### src/hw/rtl/sm3rf_pkg.sv
// Shared types, constants and round functions for the SM3 forward and inverse round block.
`timescale 1ns / 1ps

package sm3rf_pkg;

   localparam logic [31:0] T_LOW  = 32'h79cc4519;
   localparam logic [31:0] T_HIGH = 32'h7a879d8a;
   localparam logic [31:0] ALL_ONES = 32'hffffffff;

   localparam int REQ_DATA_WIDTH = 112;
   localparam int RSP_DATA_WIDTH = 256;

   typedef enum logic [1:0] {
      OP_LOAD    = 2'd0,
      OP_FORWARD = 2'd1,
      OP_INVERSE = 2'd2,
      OP_HOLD    = 2'd3
   } opcode_type;

   typedef logic [7:0][31:0] words_type;

   typedef struct packed {
      opcode_type  opcode;
      logic [2:0]  word_index;
      logic [31:0] load_value;
      logic [31:0] msg_word;
      logic [31:0] msg_word_prime;
      logic [5:0]  round_index;
   } req_item_type;

   function automatic logic [31:0] rotl32(input logic [31:0] x, input logic [4:0] n);
      logic [63:0] wide;
      wide = {x, x} << n;
      return wide[63:32];
   endfunction

   function automatic logic [31:0] perm0(input logic [31:0] x);
      return x ^ rotl32(x, 5'd9) ^ rotl32(x, 5'd17);
   endfunction

   function automatic logic [31:0] perm0_inv(input logic [31:0] x);
      return x ^ rotl32(x, 5'd2) ^ rotl32(x, 5'd3) ^ rotl32(x, 5'd9) ^ rotl32(x, 5'd11)
         ^ rotl32(x, 5'd17) ^ rotl32(x, 5'd18) ^ rotl32(x, 5'd19) ^ rotl32(x, 5'd27);
   endfunction

   function automatic logic [31:0] bool_ff(input logic [5:0] r, input logic [31:0] x,
                                           input logic [31:0] y, input logic [31:0] z);
      if (r < 6'd16) begin
         return x ^ y ^ z;
      end
      return (x & y) | (x & z) | (y & z);
   endfunction

   function automatic logic [31:0] bool_gg(input logic [5:0] r, input logic [31:0] x,
                                           input logic [31:0] y, input logic [31:0] z);
      if (r < 6'd16) begin
         return x ^ y ^ z;
      end
      return (x & y) | ((ALL_ONES ^ x) & z);
   endfunction

   function automatic logic [31:0] round_const(input logic [5:0] r);
      logic [31:0] t;
      t = (r < 6'd16) ? T_LOW : T_HIGH;
      return rotl32(t, r[4:0]);
   endfunction

endpackage

### src/hw/rtl/sm3rf_round.sv
// Next-state logic for one load, forward round, inverse round or hold on the eight working words.
`timescale 1ns / 1ps

module sm3rf_round (
   input  sm3rf_pkg::words_type    words_cur,
   input  sm3rf_pkg::req_item_type item,
   output sm3rf_pkg::words_type    words_nxt
);

   logic [31:0] fa12;
   logic [31:0] fss1;
   logic [31:0] fss2;
   logic [31:0] ftt1;
   logic [31:0] ftt2;
   logic [31:0] pb;
   logic [31:0] pf;
   logic [31:0] ia12;
   logic [31:0] iss1;
   logic [31:0] iss2;
   logic [31:0] pd;
   logic [31:0] ph;
   logic [31:0] rc;

   always_comb begin
      rc   = sm3rf_pkg::round_const(item.round_index);

      fa12 = sm3rf_pkg::rotl32(words_cur[0], 5'd12);
      fss1 = sm3rf_pkg::rotl32(fa12 + words_cur[4] + rc, 5'd7);
      fss2 = fss1 ^ fa12;
      ftt1 = sm3rf_pkg::bool_ff(item.round_index, words_cur[0], words_cur[1], words_cur[2])
         + words_cur[3] + fss2 + item.msg_word_prime;
      ftt2 = sm3rf_pkg::bool_gg(item.round_index, words_cur[4], words_cur[5], words_cur[6])
         + words_cur[7] + fss1 + item.msg_word;

      pb   = sm3rf_pkg::rotl32(words_cur[2], 5'd23);
      pf   = sm3rf_pkg::rotl32(words_cur[6], 5'd13);
      ia12 = sm3rf_pkg::rotl32(words_cur[1], 5'd12);
      iss1 = sm3rf_pkg::rotl32(ia12 + words_cur[5] + rc, 5'd7);
      iss2 = iss1 ^ ia12;
      pd   = words_cur[0] - item.msg_word_prime
         - sm3rf_pkg::bool_ff(item.round_index, words_cur[1], pb, words_cur[3]) - iss2;
      ph   = sm3rf_pkg::perm0_inv(words_cur[4]) - item.msg_word
         - sm3rf_pkg::bool_gg(item.round_index, words_cur[5], pf, words_cur[7]) - iss1;

      words_nxt = words_cur;
      case (item.opcode)
         sm3rf_pkg::OP_LOAD: begin
            words_nxt[item.word_index] = item.load_value;
         end
         sm3rf_pkg::OP_FORWARD: begin
            words_nxt[7] = words_cur[6];
            words_nxt[6] = sm3rf_pkg::rotl32(words_cur[5], 5'd19);
            words_nxt[5] = words_cur[4];
            words_nxt[4] = sm3rf_pkg::perm0(ftt2);
            words_nxt[3] = words_cur[2];
            words_nxt[2] = sm3rf_pkg::rotl32(words_cur[1], 5'd9);
            words_nxt[1] = words_cur[0];
            words_nxt[0] = ftt1;
         end
         sm3rf_pkg::OP_INVERSE: begin
            words_nxt[0] = words_cur[1];
            words_nxt[1] = pb;
            words_nxt[2] = words_cur[3];
            words_nxt[3] = pd;
            words_nxt[4] = words_cur[5];
            words_nxt[5] = pf;
            words_nxt[6] = words_cur[7];
            words_nxt[7] = ph;
         end
         default: begin
            words_nxt = words_cur;
         end
      endcase
   end

endmodule

### src/hw/rtl/sm3_round_forward_inverse.sv
// Top level of the SM3 forward and inverse round block with its stream channels.
//
// Usage: the block keeps the eight SM3 working words A to H. Each transfer on the
// req_ channel carries an opcode in req_tuser: load one word, run one forward
// compression round, run one inverse round, or leave the words as they are.
// Every request yields exactly one transfer on the rsp_ channel holding all eight
// words after the operation, word A in the lowest bits of rsp_tdata.
// Flow: a request taken on the req_ channel is held in the request register; once
// the response register is empty or being read, the round logic updates the words
// and the response register together, and rsp_tvalid rises with that update.
// Throughput: one request per cycle while rsp_tready is high, set by the single
// round of adds, rotates and XORs between the request register and the word and
// response registers. When the receiver stalls, the response register holds its
// data and one more request can wait in the request register; req_tready drops
// only when both are full and rsp_tready is low.
// Reset clears all eight words to zero and empties both registers.
`timescale 1ns / 1ps

module sm3_round_forward_inverse (
   input  logic                                  clock,
   input  logic                                  reset,
   input  logic                                  req_tvalid,
   output logic                                  req_tready,
   // Fields from bit 0 up: word_index, load_value, msg_word, msg_word_prime,
   // round_index, zero fill.
   input  logic [sm3rf_pkg::REQ_DATA_WIDTH-1:0]  req_tdata,
   // Fields from bit 0 up: opcode.
   input  logic [1:0]                            req_tuser,
   output logic                                  rsp_tvalid,
   input  logic                                  rsp_tready,
   // Fields from bit 0 up: word_a, word_b, word_c, word_d, word_e, word_f,
   // word_g, word_h.
   output logic [sm3rf_pkg::RSP_DATA_WIDTH-1:0]  rsp_tdata
);

   sm3rf_pkg::req_item_type req_item;
   sm3rf_pkg::req_item_type stage_item_ff;
   sm3rf_pkg::req_item_type stage_item_in;
   logic                    stage_valid_ff;
   logic                    stage_valid_in;
   sm3rf_pkg::words_type    words_ff;
   sm3rf_pkg::words_type    words_in;
   sm3rf_pkg::words_type    round_out;
   logic                    rsp_valid_ff;
   logic                    rsp_valid_in;
   sm3rf_pkg::words_type    rsp_data_ff;
   sm3rf_pkg::words_type    rsp_data_in;
   logic                    advance;
   logic                    fire_in;
   logic                    step;

   always_comb begin
      req_item.opcode         = sm3rf_pkg::opcode_type'(req_tuser);
      req_item.word_index     = req_tdata[2:0];
      req_item.load_value     = req_tdata[34:3];
      req_item.msg_word       = req_tdata[66:35];
      req_item.msg_word_prime = req_tdata[98:67];
      req_item.round_index    = req_tdata[104:99];
   end

   sm3rf_round u_round (
      .words_cur (words_ff),
      .item      (stage_item_ff),
      .words_nxt (round_out)
   );

   assign advance    = !rsp_valid_ff || rsp_tready;
   assign req_tready = !stage_valid_ff || advance;
   assign fire_in    = req_tvalid && req_tready;
   assign step       = stage_valid_ff && advance;

   always_comb begin
      stage_item_in  = fire_in ? req_item : stage_item_ff;
      stage_valid_in = fire_in ? 1'b1 : (advance ? 1'b0 : stage_valid_ff);
      words_in       = step ? round_out : words_ff;
      rsp_data_in    = step ? round_out : rsp_data_ff;
      rsp_valid_in   = step ? 1'b1 : (rsp_tready ? 1'b0 : rsp_valid_ff);
   end

   always_ff @(posedge clock) begin
      if (reset) begin
         stage_valid_ff <= 1'b0;
         rsp_valid_ff   <= 1'b0;
         words_ff       <= '0;
      end else begin
         stage_valid_ff <= stage_valid_in;
         rsp_valid_ff   <= rsp_valid_in;
         words_ff       <= words_in;
      end
      stage_item_ff <= stage_item_in;
      rsp_data_ff   <= rsp_data_in;
   end

   assign rsp_tvalid = rsp_valid_ff;
   assign rsp_tdata  = rsp_data_ff;

`ifndef NO_ASSERTIONS
   a_reset_clears : assert property (@(posedge clock)
      reset |=> !rsp_tvalid && !stage_valid_ff && (words_ff == '0))
      else $error("Reset did not clear the words and valid flags.");

   a_rsp_matches_words : assert property (@(posedge clock) disable iff (reset)
      step |=> rsp_valid_ff && (rsp_data_ff == words_ff))
      else $error("Response data differs from the updated words.");

   a_forward_shift : assert property (@(posedge clock) disable iff (reset)
      (step && stage_item_ff.opcode == sm3rf_pkg::OP_FORWARD)
      |=> (words_ff[1] == $past(words_ff[0])) && (words_ff[5] == $past(words_ff[4])))
      else $error("Forward round did not shift A into B and E into F.");

   a_inverse_shift : assert property (@(posedge clock) disable iff (reset)
      (step && stage_item_ff.opcode == sm3rf_pkg::OP_INVERSE)
      |=> (words_ff[0] == $past(words_ff[1])) && (words_ff[4] == $past(words_ff[5])))
      else $error("Inverse round did not shift B into A and F into E.");

   a_hold_keeps_words : assert property (@(posedge clock) disable iff (reset)
      (!step || stage_item_ff.opcode == sm3rf_pkg::OP_HOLD) |=> $stable(words_ff))
      else $error("Words changed without an operation that updates them.");
`endif

endmodule

### config.mk
export PLATFORM = sky130hd
export DESIGN_NAME = sm3_round_forward_inverse
export DESIGN_NICKNAME = d
export VERILOG_FILES = /design/src/hw/rtl/sm3rf_pkg.sv /design/src/hw/rtl/sm3rf_round.sv /design/src/hw/rtl/sm3_round_forward_inverse.sv
export SDC_FILE = /design/constraint.sdc
export NUM_CORES = 2
export LEC_CHECK = 0
export BUFFER_PORTS_ARGS = -buffer_cell sky130_fd_sc_hd__clkbuf_2
export CORE_AREA = 2 2 425 300
export CTS_CLUSTER_SIZE = 25
export DETAILED_ROUTE_END_ITERATION = 12
export DIE_AREA = 0 0 427 302
export HOLD_SLACK_MARGIN = 0.12
export PLACE_DENSITY_LB_ADDON = 0.08
export SETUP_SLACK_MARGIN = 0.05
export SYNTH_ARGS = -nofsm -noshare
export SYNTH_HDL_FRONTEND = slang
export SYNTH_HIERARCHICAL = 1
export SYNTH_SLANG_ARGS = --single-unit
### constraint.sdc
create_clock -name clock -period 13.4 [get_ports clock]
set_input_delay 0.67 -clock clock [delete_from_list [all_inputs] [get_ports clock]]
set_output_delay 0.67 -clock clock [all_outputs]
set_load 0.02 [all_outputs]
==> metrics.md <==
| Metric | Value |
|---|---|
| #FFs+latches synth | `about 620` |
| CTS H-tree depth | `3` |
| CP endpoint kind | `flop` |
| TritonCTS clock tree | `done` |
| Yosys warning count | `6` |
| RSZ-0062 raised after global routing | `false` |
| Vias in the first global route | `roughly 44000` |
| Placer Congestion | `around 1.1` |
| Worst Hold Class | `input pin to flop` |
| Most common cell after layout, fill and taps aside | `nand2b_1` |
| Syn Area/Cell | `between 9 and 10 um2` |
| Setup Skew | `between 0.07 and 0.08 ns` |
| Final period utilization | `just under 90%` |
| Placeable Area | `~130000 um2` |
| Fillers | `around 12000` |
| Area of the die | `approximately 130000 um2` |
| Max stage delay on crit path | `roughly 0.69 ns` |
| CP Launch Type | `flop` |
| Final hold violation count | `0` |
| Status | `completed` |
| First-pass GRT wire length | `381000 um` |
| Initial Utilization | `between 40 and 50%` |
| Die W | `427 um` |
| Gr ovfl total | `0` |
| # rows | `109` |
| Antenna-violating nets left | `0` |
| Slew margin rel. | `between 7 and 8%` |
| Total CTS buffers | `a little under 70` |
| Synth cell types | `between 90 and 100` |
| Most frequent cells in the layout | `nand2b_1 (539), nand2_1 (477), inv_1 (381), fa_1 (376), a21oi_1 (371)` |
| Least-Margin Pin Slew | `about 1.4 ns` |
| Die Y-Extent | `302 um` |
| Clk Latency, worst-skew pair | `between 0.7 and 0.8 ns` |
| Root buffer cell | `clkbuf_16` |
| PostCTS Resize Cnt | `0` |
| Initial antenna violation count | `37` |
| Max-slew violation count | `0` |
| Final setup vio count | `0` |
| Nets | `a little under 7000` |
| Starting DRT DRC Count | `a little over 8000` |
| # DRC | `0` |
| Synth Flop Type | `edfxtp_1` |
| Via count of the routed design | `approximately 50000` |
| Setup TNS Final | `0 ns` |
| Vias per cell | `around 6.4` |
| Max_cap viols | `0` |
| HPWL Detailed | `~220000 um` |
| Syn Nets | `6513` |
| IO Pins | `between 300 and 400` |
| Register area share after synthesis | `28.8%` |
| Clock transition at path regs | `roughly 0.060 ns` |
| Routed WL | `287000 um` |
| IO buf count | `around 370` |
| Synth Instances | `5829` |
| Peak Freq | `approximately 85 MHz` |
| Layout cell share with drive strength beyond 1 | `between 10% and 20%` |
| Worst Path Max Fanout | `31` |
| Routed len/inst | `36.4 um` |
| Slowest CP cell | `o21ai_0` |
| Synth Cell Area | `between 50000 and 60000 um2` |
| WP data required | `approximately 14 ns` |
| Largest net degree at the start of global routing | `200` |
| Post-synth EDFFs | `approximately 360` |
| Tmin final | `between 10 and 15 ns` |
| Clk buf depth | `3` |
| Clk sinks | `between 600 and 700` |
| DRT Pass-1 Iters | `7` |
| Total GRT Usage | `approximately 44%` |
| Worst EP arrival | `~12 ns` |
| Async set or reset register ratio after synthesis | `0%` |
| Crit path kind | `flop to flop` |
| Area Growth Syn to Fin | `12.5%` |
[critical path, delay by kind of cell (launching register included)]
kind	cells	cell delay, ns
adder cells (fa/ha/maj)	6	2.74
multiplexers	1	0.07
XOR/XNOR	2	0.88
AND/OR/NAND/NOR	6	1.09
buffers and inverters	3	0.40
flip-flops	1	0.56
AO/OA/AOI/OAI	17	5.85
[routing by layer]
layer	wire length, um	track usage, %	vias up
met5	429	1.52	-
met4	11700	15.9	20
met3	50600	25.3	480
met1	124000	63.8	25065
li1	-	-	21019
met2	100000	50.8	3743
[cells in the mapped netlist, drive strengths merged (64+ instances only)]
master  instances  area [um2]
mux4           72        1620
fa            376        7530
edfxtp        363       10900
xnor2         305        2690
inv           385        1450
nand2b        539        3370
a21oi         374        1880
dfxtp         258        5160
ha            190        2380
a22oi         127         958
nor3           64         320
a21o           96         721
buf            97         651
nand2         479        1800
clkbuf        324        1220
xor2          166        1460
nor2          235         882
mux2i         369        3690
mux2           68         766
o21ai         317        1590
o221ai         90         788
[repair_timing]
| action | 4_1_cts | 5_1_grt |
|---|---|---|
| hold buffers | 75 | 0 |
| buffers inserted | 0 | 0 |
| hold endpoints to repair | 75 | 0 |
[area by class of cell]
type	instances	area [um2]	share of cell area [%]
Clock buffer	81	1790	2.85
Sequential cell	621	16100	25.6
Multi-Input combinational cell	4402	36600	58.2
Tap cell	1665	2080	3.31
Timing Repair Buffer	666	4300	6.84
Inverter	385	1460	2.32
Clock inverter	45	533	0.848
Antenna cell	26	65.1	0.104
[flip-flops by register name, summed over array words and instances (netlist names)]
| name | count |
|---|---|
| rsp_tdata | 256 |
| rsp_tvalid | 1 |
| stage_item_ff | 107 |
| stage_valid_ff | 1 |
| words_ff | 256 |
[final timing paths]
| path | cells after the start | start | endpoint | slack (ns) |
|---|---|---|---|---|
| hold / removal | 1 | req_tdata[31] | stage_item_ff[98]$_DFFE_PP_ | 0.15 |
| setup / recovery | 35 | stage_item_ff[5]$_DFFE_PP_ | words_ff[30]$_SDFFE_PP0P_ | 1.59 |
| hold reg to reg | 2 | words_ff[143]$_SDFFE_PP0P_ | words_ff[143]$_SDFFE_PP0P_ | 0.48 |
| setup reg to reg | 35 | stage_item_ff[5]$_DFFE_PP_ | words_ff[30]$_SDFFE_PP0P_ | 1.59 |
[cells by family after synthesis]
kind of cell / after synthesis / synth area share [%]
flip-flops: 621 / 28.8
adder cells (fa/ha/maj): 567 / 17.7
AO/OA/AOI/OAI: 1349 / 15.6
multiplexers: 509 / 10.9
XOR/XNOR: 474 / 7.55
AND/OR/NAND/NOR: 1503 / 13.5
buffers and inverters: 806 / 5.93
[through the flow]
stage,instance area (um2),util [%],hold slack [ns],setup slack (ns),std cells
after floorplan,55900,-,0.445,3.44,5829
after detailed placement,59700,47.7,0.463,2.17,7664
after global placement,59700,47.7,0.459,2.14,7664
after CTS,62800,50.1,0.120,2.13,7865
final,62900,50.2,0.147,1.59,7891
after global routing,62800,50.2,0.121,1.32,7866
Power is not shown: default switching activity piles up to over one toggle a cycle in this logic, so the estimate is an artifact.
